### config.mk
export PLATFORM = sky130hd
export DESIGN_NAME = nat_header_rewrite_incremental_csum
export DESIGN_NICKNAME = d
export VERILOG_FILES = /design/src/hdl/nhrc_pkg.sv /design/src/hdl/nhrc_front.sv /design/src/hdl/nhrc_queue.sv /design/src/hdl/nhrc_back.sv /design/src/hdl/nat_header_rewrite_incremental_csum.sv
export SDC_FILE = /design/constraint.sdc
export NUM_CORES = 2
export LEC_CHECK = 0
export BUFFER_PORTS_ARGS = -buffer_cell sky130_fd_sc_hd__buf_2
export CAP_MARGIN = 20
export CORE_MARGIN = 10
export CORE_UTILIZATION = 55
export DETAILED_ROUTE_END_ITERATION = 8
export PLACE_DENSITY = 0.73
export SYNTH_ARGS = -nofsm -noshare
export SYNTH_HDL_FRONTEND = slang
export SYNTH_SLANG_ARGS = --single-unit
### constraint.sdc
create_clock -name clk -period 78.2 [get_ports clk]
set_input_delay 19.55 -clock clk [delete_from_list [all_inputs] [get_ports clk]]
set_output_delay 19.55 -clock clk [all_outputs]
set_load 0.01 [all_outputs]
### src/hdl/nhrc_pkg.sv
// Shared types, constants and one's-complement helpers for the NAT header rewrite block.
package nhrc_pkg;

	localparam int unsigned QUEUE_DEPTH_DFLT = 4;
	localparam int unsigned ADDR_WORDS       = 8;
	localparam int unsigned IP4_WORDS        = 2;
	localparam int unsigned WORD_W           = 16;

	localparam logic [7:0] PROTO_TCP = 8'd6;
	localparam logic [7:0] PROTO_UDP = 8'd17;

	localparam logic OP_DST = 1'b0;
	localparam logic OP_SRC = 1'b1;

	// One transaction after classification, as it waits in the queue.
	typedef struct packed {
		logic        is_src;
		logic        ip6;
		logic        tcpudp;
		logic        l4_zero;
		logic [15:0] base_ip;
		logic [15:0] base_l4;
		logic [63:0] old_hi;
		logic [63:0] old_lo;
		logic [63:0] new_hi;
		logic [63:0] new_lo;
		logic        keep;
		logic [15:0] cur_port;
		logic [15:0] xlat_port;
	} item_t;

	// Per-item data that rides along the checksum pipeline.
	typedef struct packed {
		logic        is_src;
		logic        ip6;
		logic        ip_en;
		logic        l4a_en;
		logic        l4_act;
		logic [15:0] base_ip;
		logic [15:0] base_l4;
		logic [15:0] port_sum;
		logic [63:0] res_hi;
		logic [63:0] res_lo;
		logic [15:0] res_port;
	} meta_t;

	function automatic logic [15:0] oc_add(input logic [15:0] a, input logic [15:0] b);
		logic [16:0] t;
		t = {1'b0, a} + {1'b0, b};
		return t[15:0] + {15'd0, t[16]};
	endfunction

	function automatic logic is_tcpudp(input logic [7:0] proto);
		return (proto == PROTO_TCP) || (proto == PROTO_UDP);
	endfunction

endpackage

### src/hdl/nhrc_front.sv
// Front end: accepts transactions, tracks the packet's header kind, classifies and masks.
module nhrc_front (
	input  logic                 clk,
	input  logic                 arst_n,
	input  logic                 in_valid,
	output logic                 in_ready,
	input  logic                 operation,
	input  logic                 is_ip6,
	input  logic [7:0]           protocol,
	input  logic [15:0]          ip_checksum,
	input  logic [15:0]          l4_checksum,
	input  logic [63:0]          old_addr_hi,
	input  logic [63:0]          old_addr_lo,
	input  logic [63:0]          new_addr_hi,
	input  logic [63:0]          new_addr_lo,
	input  logic [15:0]          cur_port,
	input  logic [15:0]          xlat_port,
	output logic                 push,
	input  logic                 push_ready,
	output nhrc_pkg::item_t      push_item
);
	import nhrc_pkg::*;

	logic kind_ip6_q, kind_tcpudp_q, l4_zero_q;
	logic ip6, tcpudp, l4_zero, is_dst, accept;

	assign in_ready = push_ready;
	assign accept   = in_valid && push_ready;
	assign push     = accept;
	assign is_dst   = (operation == OP_DST);

	always_comb begin
		if (is_dst) begin
			ip6     = is_ip6;
			tcpudp  = is_tcpudp(protocol);
			l4_zero = is_tcpudp(protocol) && (l4_checksum == 16'd0);
		end else begin
			ip6     = kind_ip6_q;
			tcpudp  = kind_tcpudp_q;
			l4_zero = l4_zero_q;
		end
	end

	always_comb begin
		push_item.is_src    = !is_dst;
		push_item.ip6       = ip6;
		push_item.tcpudp    = tcpudp;
		push_item.l4_zero   = l4_zero;
		push_item.base_ip   = ip6 ? ip_checksum : ~ip_checksum;
		push_item.base_l4   = (tcpudp && !l4_zero) ? ~l4_checksum : l4_checksum;
		push_item.old_hi    = ip6 ? old_addr_hi : 64'd0;
		push_item.old_lo    = ip6 ? old_addr_lo : {32'd0, old_addr_lo[31:0]};
		push_item.new_hi    = ip6 ? new_addr_hi : 64'd0;
		push_item.new_lo    = ip6 ? new_addr_lo : {32'd0, new_addr_lo[31:0]};
		push_item.keep      = ((push_item.new_hi | push_item.new_lo) == 64'd0);
		push_item.cur_port  = cur_port;
		push_item.xlat_port = xlat_port;
	end

	// Latch the header kind on every accepted destination transaction.
	always_ff @(posedge clk or negedge arst_n) begin
		if (!arst_n) begin
			kind_ip6_q    <= 1'b0;
			kind_tcpudp_q <= 1'b0;
			l4_zero_q     <= 1'b0;
		end else if (accept && is_dst) begin
			kind_ip6_q    <= ip6;
			kind_tcpudp_q <= tcpudp;
			l4_zero_q     <= l4_zero;
		end
	end

endmodule

### src/hdl/nhrc_queue.sv
// Short queue between the front end and the checksum back end.
module nhrc_queue #(
	parameter int unsigned DEPTH = nhrc_pkg::QUEUE_DEPTH_DFLT
) (
	input  logic                      clk,
	input  logic                      arst_n,
	input  logic                      push,
	output logic                      push_ready,
	input  nhrc_pkg::item_t           push_item,
	output logic                      pop_valid,
	input  logic                      pop,
	output nhrc_pkg::item_t           pop_item,
	output logic [$clog2(DEPTH+1)-1:0] count
);
	import nhrc_pkg::*;

	localparam int unsigned AW = $clog2(DEPTH);
	localparam int unsigned CW = $clog2(DEPTH + 1);
	localparam logic [AW-1:0] LAST = AW'(DEPTH - 1);
	localparam logic [CW-1:0] FULL = CW'(DEPTH);

	item_t         mem_q [DEPTH];
	logic [AW-1:0] wr_ptr_q, rd_ptr_q;
	logic [CW-1:0] count_q;

	assign count      = count_q;
	assign push_ready = (count_q != FULL);
	assign pop_valid  = (count_q != '0);
	assign pop_item   = mem_q[rd_ptr_q];

	always_ff @(posedge clk or negedge arst_n) begin
		if (!arst_n) begin
			wr_ptr_q <= '0;
			rd_ptr_q <= '0;
			count_q  <= '0;
		end else begin
			if (push) begin
				wr_ptr_q <= (wr_ptr_q == LAST) ? '0 : wr_ptr_q + AW'(1);
			end
			if (pop) begin
				rd_ptr_q <= (rd_ptr_q == LAST) ? '0 : rd_ptr_q + AW'(1);
			end
			if (push && !pop) begin
				count_q <= count_q + CW'(1);
			end else if (pop && !push) begin
				count_q <= count_q - CW'(1);
			end
		end
	end

	always_ff @(posedge clk) begin
		if (push) begin
			mem_q[wr_ptr_q] <= push_item;
		end
	end

endmodule

### src/hdl/nhrc_back.sv
// Back end: pipelined one's-complement checksum update, packet state and result register.
module nhrc_back (
	input  logic                 clk,
	input  logic                 arst_n,
	input  logic                 q_valid,
	input  nhrc_pkg::item_t      q_item,
	output logic                 q_pop,
	output logic                 out_valid,
	input  logic                 out_ready,
	output logic [15:0]          out_ip_checksum,
	output logic [15:0]          out_l4_checksum,
	output logic [63:0]          out_dst_addr_hi,
	output logic [63:0]          out_dst_addr_lo,
	output logic [63:0]          out_src_addr_hi,
	output logic [63:0]          out_src_addr_lo,
	output logic [15:0]          out_dst_port,
	output logic [15:0]          out_src_port
);
	import nhrc_pkg::*;

	logic adv;
	logic valid_s1, valid_s2, valid_s3, out_valid_q;
	meta_t meta_c, meta_s1, meta_s2, meta_s3;
	logic [15:0] word_c [ADDR_WORDS];
	logic [15:0] word_s1 [ADDR_WORDS];
	logic [15:0] pair_s2 [ADDR_WORDS/2];
	logic [15:0] quad_s3 [2];
	logic [127:0] old_cat, new_cat;

	logic [15:0] ip_sum_q, l4_sum_q;
	logic [63:0] held_hi_q, held_lo_q;
	logic [15:0] held_port_q;

	logic [15:0] addr_sum, base_ip, base_l4, ip_new, l4_new;

	// Advance the whole pipeline whenever the result slot is free or being taken.
	assign adv       = !out_valid_q || out_ready;
	assign q_pop     = adv && q_valid;
	assign out_valid = out_valid_q;

	assign old_cat = {q_item.old_hi, q_item.old_lo};
	assign new_cat = {q_item.new_hi, q_item.new_lo};

	always_comb begin
		for (int i = 0; i < ADDR_WORDS; i++) begin
			if ((i < IP4_WORDS) || q_item.ip6) begin
				word_c[i] = oc_add(~old_cat[WORD_W*i +: WORD_W], new_cat[WORD_W*i +: WORD_W]);
			end else begin
				word_c[i] = '0;
			end
		end
	end

	always_comb begin
		meta_c.is_src  = q_item.is_src;
		meta_c.ip6     = q_item.ip6;
		meta_c.ip_en   = !q_item.ip6 && !q_item.keep;
		meta_c.l4a_en  = q_item.tcpudp && !q_item.l4_zero && !q_item.keep;
		meta_c.l4_act  = q_item.tcpudp && !q_item.l4_zero;
		meta_c.base_ip = q_item.base_ip;
		meta_c.base_l4 = q_item.base_l4;
		meta_c.res_hi  = q_item.keep ? q_item.old_hi : q_item.new_hi;
		meta_c.res_lo  = q_item.keep ? q_item.old_lo : q_item.new_lo;
		if (q_item.tcpudp && !q_item.l4_zero && (q_item.xlat_port != 16'd0)) begin
			meta_c.port_sum = oc_add(~q_item.cur_port, q_item.xlat_port);
		end else begin
			meta_c.port_sum = '0;
		end
		if (!q_item.tcpudp) begin
			meta_c.res_port = q_item.cur_port;
		end else if (q_item.l4_zero || (q_item.xlat_port != 16'd0)) begin
			meta_c.res_port = q_item.xlat_port;
		end else begin
			meta_c.res_port = q_item.cur_port;
		end
	end

	// Fold the last address level, then merge into the running sums.
	always_comb begin
		addr_sum = oc_add(quad_s3[0], quad_s3[1]);
		base_ip  = meta_s3.is_src ? ip_sum_q : meta_s3.base_ip;
		base_l4  = meta_s3.is_src ? l4_sum_q : meta_s3.base_l4;
		ip_new   = oc_add(base_ip, meta_s3.ip_en ? addr_sum : 16'd0);
		l4_new   = oc_add(oc_add(base_l4, meta_s3.port_sum),
			meta_s3.l4a_en ? addr_sum : 16'd0);
	end

	always_ff @(posedge clk or negedge arst_n) begin
		if (!arst_n) begin
			valid_s1    <= 1'b0;
			valid_s2    <= 1'b0;
			valid_s3    <= 1'b0;
			out_valid_q <= 1'b0;
			ip_sum_q    <= '0;
			l4_sum_q    <= '0;
			held_hi_q   <= '0;
			held_lo_q   <= '0;
			held_port_q <= '0;
		end else if (adv) begin
			valid_s1    <= q_valid;
			valid_s2    <= valid_s1;
			valid_s3    <= valid_s2;
			out_valid_q <= valid_s3 && meta_s3.is_src;
			if (valid_s3) begin
				ip_sum_q <= ip_new;
				l4_sum_q <= l4_new;
				if (!meta_s3.is_src) begin
					held_hi_q   <= meta_s3.res_hi;
					held_lo_q   <= meta_s3.res_lo;
					held_port_q <= meta_s3.res_port;
				end
			end
		end
	end

	always_ff @(posedge clk) begin
		if (adv) begin
			meta_s1 <= meta_c;
			meta_s2 <= meta_s1;
			meta_s3 <= meta_s2;
			word_s1 <= word_c;
			for (int j = 0; j < ADDR_WORDS/2; j++) begin
				pair_s2[j] <= oc_add(word_s1[2*j], word_s1[2*j+1]);
			end
			quad_s3[0] <= oc_add(pair_s2[0], pair_s2[1]);
			quad_s3[1] <= oc_add(pair_s2[2], pair_s2[3]);
			if (valid_s3 && meta_s3.is_src) begin
				out_ip_checksum <= meta_s3.ip6 ? ip_new : ~ip_new;
				out_l4_checksum <= meta_s3.l4_act ? ~l4_new : l4_new;
				out_dst_addr_hi <= held_hi_q;
				out_dst_addr_lo <= held_lo_q;
				out_src_addr_hi <= meta_s3.res_hi;
				out_src_addr_lo <= meta_s3.res_lo;
				out_dst_port    <= held_port_q;
				out_src_port    <= meta_s3.res_port;
			end
		end
	end

endmodule

### src/hdl/nat_header_rewrite_incremental_csum.sv
// NAT header rewrite with incremental checksum update: top level.
//
// Input channel (in_valid/in_ready): one transaction per packet side. A packet is a
// destination transaction (operation 0, carries header kind and received checksums)
// followed by a source transaction (operation 1). Only the source transaction
// produces a result on the output channel (out_valid/out_ready).
// A zero new address or port keeps the current one. The IPv4 header checksum (any
// protocol) and, for TCP/UDP with a nonzero L4 checksum, the L4 checksum are updated
// with end-around-carry one's-complement adds; a zero L4 checksum stays zero and both
// ports take the given value.
// Path: a source transaction is written into the queue, then passes three adder-tree
// stages (s1, s2, s3) ahead of the result register.
// Throughput: one transaction per cycle unless the back end stalls on out_ready low;
// every stage is pipelined, so a new transaction enters before the last is through.
// Stall: the front end keeps accepting while the queue has room; when the result
// register is held by out_ready low, the back end freezes and the queue fills,
// then in_ready drops. Reset clears the queue, the pipeline, the header kind and
// the held destination side and checksum sums to zero.
module nat_header_rewrite_incremental_csum #(
	parameter int unsigned QUEUE_DEPTH = nhrc_pkg::QUEUE_DEPTH_DFLT
) (
	input  logic        clk,
	input  logic        arst_n,
	input  logic        in_valid,
	output logic        in_ready,
	input  logic        operation,
	input  logic        is_ip6,
	input  logic [7:0]  protocol,
	input  logic [15:0] ip_checksum,
	input  logic [15:0] l4_checksum,
	input  logic [63:0] old_addr_hi,
	input  logic [63:0] old_addr_lo,
	input  logic [63:0] new_addr_hi,
	input  logic [63:0] new_addr_lo,
	input  logic [15:0] cur_port,
	input  logic [15:0] xlat_port,
	output logic        out_valid,
	input  logic        out_ready,
	output logic [15:0] out_ip_checksum,
	output logic [15:0] out_l4_checksum,
	output logic [63:0] out_dst_addr_hi,
	output logic [63:0] out_dst_addr_lo,
	output logic [63:0] out_src_addr_hi,
	output logic [63:0] out_src_addr_lo,
	output logic [15:0] out_dst_port,
	output logic [15:0] out_src_port
);
	import nhrc_pkg::*;

	localparam int unsigned CW = $clog2(QUEUE_DEPTH + 1);

	// Front-to-queue transaction.
	logic    q_push, q_push_ready;
	item_t   q_push_item;
	// Queue-to-back transaction.
	logic    q_pop_valid, q_pop;
	item_t   q_pop_item;
	logic [CW-1:0] q_count;

	// Classify each transaction and tag it with the packet's header kind.
	nhrc_front u_front (
		.clk         (clk),
		.arst_n      (arst_n),
		.in_valid    (in_valid),
		.in_ready    (in_ready),
		.operation   (operation),
		.is_ip6      (is_ip6),
		.protocol    (protocol),
		.ip_checksum (ip_checksum),
		.l4_checksum (l4_checksum),
		.old_addr_hi (old_addr_hi),
		.old_addr_lo (old_addr_lo),
		.new_addr_hi (new_addr_hi),
		.new_addr_lo (new_addr_lo),
		.cur_port    (cur_port),
		.xlat_port   (xlat_port),
		.push        (q_push),
		.push_ready  (q_push_ready),
		.push_item   (q_push_item)
	);

	// Decouple acceptance from the checksum pipeline.
	nhrc_queue #(
		.DEPTH (QUEUE_DEPTH)
	) u_queue (
		.clk        (clk),
		.arst_n     (arst_n),
		.push       (q_push),
		.push_ready (q_push_ready),
		.push_item  (q_push_item),
		.pop_valid  (q_pop_valid),
		.pop        (q_pop),
		.pop_item   (q_pop_item),
		.count      (q_count)
	);

	// Fold checksum deltas, hold the destination side, emit the packet result.
	nhrc_back u_back (
		.clk             (clk),
		.arst_n          (arst_n),
		.q_valid         (q_pop_valid),
		.q_item          (q_pop_item),
		.q_pop           (q_pop),
		.out_valid       (out_valid),
		.out_ready       (out_ready),
		.out_ip_checksum (out_ip_checksum),
		.out_l4_checksum (out_l4_checksum),
		.out_dst_addr_hi (out_dst_addr_hi),
		.out_dst_addr_lo (out_dst_addr_lo),
		.out_src_addr_hi (out_src_addr_hi),
		.out_src_addr_lo (out_src_addr_lo),
		.out_dst_port    (out_dst_port),
		.out_src_port    (out_src_port)
	);

`ifndef NO_ASSERTIONS
	a_queue_bound: assert property (@(posedge clk) disable iff (!arst_n)
		q_count <= CW'(QUEUE_DEPTH))
		else $error("queue occupancy beyond depth");

	a_no_pop_empty: assert property (@(posedge clk) disable iff (!arst_n)
		(q_count == '0) |-> !q_pop)
		else $error("pop from empty queue");

	a_push_counts: assert property (@(posedge clk) disable iff (!arst_n)
		(q_push && !q_pop) |=> (q_count == $past(q_count) + CW'(1)))
		else $error("queue lost a pushed transaction");

	a_full_blocks: assert property (@(posedge clk) disable iff (!arst_n)
		(q_count == CW'(QUEUE_DEPTH)) |-> !in_ready)
		else $error("input accepted while queue full");
`endif

endmodule

### After elaboration in Yosys (flattened, before gate mapping)

Memories as Yosys holds them, arrays and structs flattened.
Cells that the tools add are included.

* add/subtract/negate cells: 42
* eq/ne operators: 5
* multiplexer cells: 27
* bitwise logic cells: 16
* reduce and logical (&&, ||, !) cells: 30

Operators by type and width (count)
* $mux W64: 6
* $add A16 B16 Y17: 19
* $add A16 B1 Y16: 19
* $not A16 Y16: 13
* $mux W16: 10
* $logic_not A64 Y1: 1
* $or A64 B64 Y64: 1
* $logic_not A16 Y1: 1
* $reduce_bool A16 Y1: 1
* $logic_and A1 B1 Y1: 12
* $eq A8 B3 Y1 const B: 1
* $eq A8 B5 Y1 const B: 1
* $logic_not A1 Y1: 7
* $mux W1: 7
* $mux W3: 2
* $add A2 B1 Y2 const B: 2
* $eq A2 B2 Y1 const B: 2
* $mux W2: 2
* $reduce_and A2 Y1: 2
* $add A3 B1 Y3 const B: 1
* $logic_or A1 B1 Y1: 3
* $ne A3 B3 Y1 const B: 1
* $reduce_and A3 Y1: 1
* $reduce_bool A3 Y1: 1
* 3 further kinds: 4

* register bits after elaboration: 1229
* RAM bits: 1396
* input bits: 334
* memories kept: 3

Memories
* u_queue.mem_q: depth 4, width 325, read ports 1, clocked after Yosys merged registers in 0, wr ports 1, line nhrc_queue.sv:22 `item_t mem_q [DEPTH];`
* u_back.pair_s2: depth 4, width 16, read ports 4, clocked after Yosys merged registers in 0, wr ports 4, line nhrc_back.sv:26 `logic [15:0] pair_s2 [ADDR_WORDS/2];`
* u_back.quad_s3: depth 2, width 16, read ports 2, clocked after Yosys merged registers in 0, wr ports 2, line nhrc_back.sv:27 `logic [15:0] quad_s3 [2];`

### Longest topological paths before layout

* depth after elaboration: 7
* mapped depth: 37
* mapped depth without buffers: 36

### By module

From an unflattened synthesis, not the netlist that was laid out.

* cell total of the unflattened synthesis: 6964
* area, all modules: 114003.1 µm²

By module, submodules not included
* nhrc_back: times used 1, cells an instance 4806, area an instance 63911.3 µm², sequential area each 38587.0 µm²
* nhrc_queue: times used 1, cells an instance 1736, area an instance 47215.3 µm², sequential area each 39212.6 µm²
* nhrc_front: times used 1, cells an instance 422, area an instance 2876.5 µm², sequential area each 75.1 µm²

### Worst setup path before layout

Ideal clock, no wire load.

* path kind: input to register
* from: in out_ready
* to: reg u_back.out_dst_addr_hi[0] (enable)
* library setup time: 0.543 ns
* arrival: 51.262 ns
* required time: 77.657 ns
* path slack: 26.395 ns
* stages on the path: 4
* path buffers: 1
* cell sequence: nand2b_1 -> clkbuf_1 -> nand3_1 -> inv_1

* cells in the longest elaborated chain, start to end: 2

RTL lines
* start: declaration: line nat_header_rewrite_incremental_csum.sv:38 `input logic out_ready,`
* $logic_or A1 B1 Y1: line nhrc_back.sv:37 `assign adv = !out_valid_q || out_ready;`
* net u_back.adv: line nhrc_back.sv:21 `logic adv;`
* $reduce_and A2 Y1 (no source line)
* end signal: assignment: line nhrc_back.sv:130 `out_dst_addr_hi <= held_hi_q;`
* end: declaration: line nhrc_back.sv:12 `output logic [63:0] out_dst_addr_hi,`

The timed path passes the listed nets, and every way through them passes these cells.
A chain may end at the register's enable or synchronous reset.

==> summary.txt <==
Clock network
  – CTS root buffer: clkbuf_16
  – TritonCTS clock tree: yes
  – Max H-tree Level: 5
  – CTS resizes: 0
  – Clock Latency Late Sink: 0.96 ns
  – Clock transition at path regs: 0.06 ns
  – Quantity of hold-fixing buffers added after cts: 0
  – Clock sink count: 2625
  – CTS Buf Count: 286
  – CTS max path bufs: 4
  – Post-CTS Setup Bufs: 0

Place
  – Final RePlAce weighted congestion: 0.8544
  – IO buf count: 655
  – Post-DP HPWL: 175700 um

Worst hold path
  – Hold Crit Class: reg2reg

Logic synthesis
  – Synthesized Nets: 7591
  – Cell variety after synth: 108
  – Mapped Cells: 6889
  – Post-synth ARST share: 0.07238
  – Post-Syn Area: 0.1134 mm2
  – Sequential-to-total area share from yosys stat: 0.6867
  – Mean area per synthesized cell: 16.46 um2
  – Yosys reg bits: 2625
  – Post-synth EDFFs: 2435
  – Ys flop type: edfxtp_1
  – Ys Warns: 0

Timing
  – Worst Skew: 0.06989 ns
  – Final Slew Violations: 0
  – Total negative slack: 0 ns
  – Fmax: 43.74 MHz
  – Final hold vios: 0
  – Post-layout minimum cycle time: 22.86 ns
  – Finish-stage setup viols: 0
  – Max_slew headroom: 0.2431
  – Worst slew pin tran: 1.121 ns
  – RSZ-0062 raised after global routing: false
  – Period utilisation layout: 0.2923

Flow run
  – Max cap viols: 0

Setup path
  – CP top delay family: simple AND/OR/NAND/NOR gates
  – Critical Path RT: 78.85 ns
  – Worst-path fanout max: 55
  – Crit path DAT: 23.51 ns
  – Critical Path, Cell by Cell: buf_2 -> mux2_8 -> buf_4 -> and2_1 -> nor4_1 -> buf_4 -> nand4_1 -> or4_1 -> nor4_1
  – Critical Path Sink Type: flop
  – CP max stage delay: 0.79 ns
  – WP buf/inv: 3
  – Critical Path Source Type: input port
  – Type of the worst setup path: in2reg
  – Slowest CP cell: nor4_1

Final layout
  – Ratio of cells with drive above 1 in the final layout: 0.2380
  – Area Overhead vs Synth: 13.88%
  – Commonest non-fill, non-tap cells in the layout: edfxtp_1 (2435), buf_2 (654), ha_1 (348), mux2_2 (334), mux4_2 (323)
  – # nets final: 8420
  – Most common cell after layout, fill and taps aside: edfxtp_1

Detailed routing
  – DR iter-0 viols: 5051
  – DR WL/cell: 24.08 um
  – Final antenna-violating net count: 0
  – Via density: 5.835
  – Detailed Route WL: 255900 um
  – Via count: 62009
  – First-pass DRT Iterations: 6
  – DRC: 0

Run status
  – Status: finished clean

Global route
  – Initial antenna violation count: 50
  – GRT Total Usage: 0.2238
  – First-pass GRT wire length: 384300 um
  – Largest net degree at the start of global routing: 147
  – GR Overflow Total: 0
  – Vias in the first global route: 62366

Floorplanning
  – Die height: 474.1 um
  – Rows: 166
  – Starting Density: 0.5538
  – Ports: 656
  – Die W: 474.1 um
  – DIE AREA: 0.2248 mm2
  – Core region area: 0.2048 mm2
## per-stage QoR
stage               instances  area [um2]  hold WS, ns    util  worst slack [ns]
finish                  10627      129100       0.3851  0.6306             55.34
CTS                     10605      129000       0.3868  0.6301             55.35
global placement        10115      120000       0.4008  0.5858             54.47
detailed placement      10116      120000       0.4045  0.5858             54.32
global route            10623      129100       0.3976  0.6306             55.07
floorplan                6889      113400       0.4003       -             26.40
## cells by family (layout without fill, tap and decap cells)
logic type                 after synthesis  count (layout)  synth area share
AOI/OAI and AO/OA                      849             849           0.05116
xor gates and xnor gates               495             495           0.03874
adders and majority gates              368             368           0.04193
buffers and inverters                  478            1508           0.01617
DFF                                   2625            2625            0.6867
muxes                                  675             675           0.09903
other                                    0              20                 0
and+or+nand+nor                       1399            1399           0.06629
## cell usage after synthesis (13+ instances only)
cell,count,area [um2]
o211ai_1,27,202.7
nor3b_1,19,142.6
a31oi_1,19,118.9
or2_2,24,150.1
o31ai_1,31,232.7
and4_1,16,140.1
nor4_1,56,350.3
xor2_1,185,1620
nor2_1,298,1119
a21oi_1,180,900.9
o21ai_0,170,850.8
nor3_1,101,505.5
nand3b_1,13,97.59
mux4_2,324,7297
buf_1,23,86.33
nand4_1,53,331.6
a211oi_1,37,277.8
a21o_1,98,735.7
fa_1,20,400.4
mux2i_1,15,150.1
dfrtp_1,190,4755
buf_2,29,145.1
nor2b_1,53,331.6
and2_1,256,1602
nand2_1,212,795.8
o2111ai_1,16,140.1
o21a_1,59,442.9
and3_1,48,300.3
clkbuf_1,133,499.2
ha_1,348,4354
inv_1,292,1096
edfxtp_1,2435,73120
nand3_1,108,540.5
o21bai_1,30,225.2
o21ai_1,22,110.1
or3_1,39,244.0
mux2_2,335,3772
nand2b_1,41,256.5
xnor2_1,306,2680
## worst paths after layout
| kind | to | cells after the start | startpoint | slack, ns |
|---|---|---|---|---|
| worst max-delay path | u_queue.mem_q[0][32]$_DFFE_PP_ | 9 | operation | 55.34 |
| worst min-delay path | u_back.meta_s2[176]$_DFFE_PN_ | 0 | u_back.meta_s1[176]$_DFFE_PN_ | 0.39 |
| worst max register to register | u_back.out_l4_checksum[12]$_DFFE_PP_ | 31 | u_back.meta_s3[196]$_DFFE_PN_ | 70.20 |
| worst min register to register | u_back.meta_s2[176]$_DFFE_PN_ | 0 | u_back.meta_s1[176]$_DFFE_PN_ | 0.39 |
| max in group asynchronous | u_queue.rd_ptr_q[1]$_DFFE_PN0P_ | 3 | arst_n | 57.63 |
| min in group asynchronous | u_back.held_hi_q[3]$_DFFE_PN0P_ | 1 | arst_n | 18.53 |
## worst register-to-register path: cells and delay by family (launching register included)
kind | cells | cell delay (ns)
AO/OA/AOI/OAI | 11 | 3.18
XOR/XNOR | 3 | 0.76
adder cells (fa/ha/maj) | 7 | 1.70
buffers and inverters | 2 | 0.53
flip-flops | 1 | 0.32
multiplexers | 1 | 0.46
AND/OR/NAND/NOR | 7 | 0.76
## per-layer routing
layer | share of wire | wire (um) | vias up | GRT usage
li1 | - | - | 28389 | -
met5 | 0.00083 | 212 | - | 0
met2 | 0.48 | 122900 | 2045 | 0.3581
met4 | 0.028 | 7104 | 36 | 0.07028
met1 | 0.42 | 106800 | 31126 | 0.3048
met3 | 0.074 | 18890 | 413 | 0.05456
## state kept, by name, summed over array words and instances, names as in the netlist, 64 cells and up
signal / flops
u_back.pair_s2: 64
u_back.out_src_addr_hi: 64
u_back.meta_s1: 197
u_back.meta_s2: 197
u_back.held_lo_q: 64
u_back.out_src_addr_lo: 64
u_queue.mem_q: 1300
u_back.out_dst_addr_hi: 64
u_back.out_dst_addr_lo: 64
u_back.meta_s3: 197
u_back.word_s1: 128
u_back.held_hi_q: 64
## cell type report
cell class                      count  area (um2)
Inverter                          292        1104
Multi-Input combinational cell   3786       33760
Tap cell                         2688        3363
Antenna cell                       20       50.05
Sequential cell                  2625       77880
Timing Repair Buffer              727        3915
Clock inverter                    123        1282
Fill cell                       14377       75650
Clock buffer                      366        7784
Power is not shown: default switching activity piles up to over one toggle a cycle in this logic, so the estimate is an artifact.
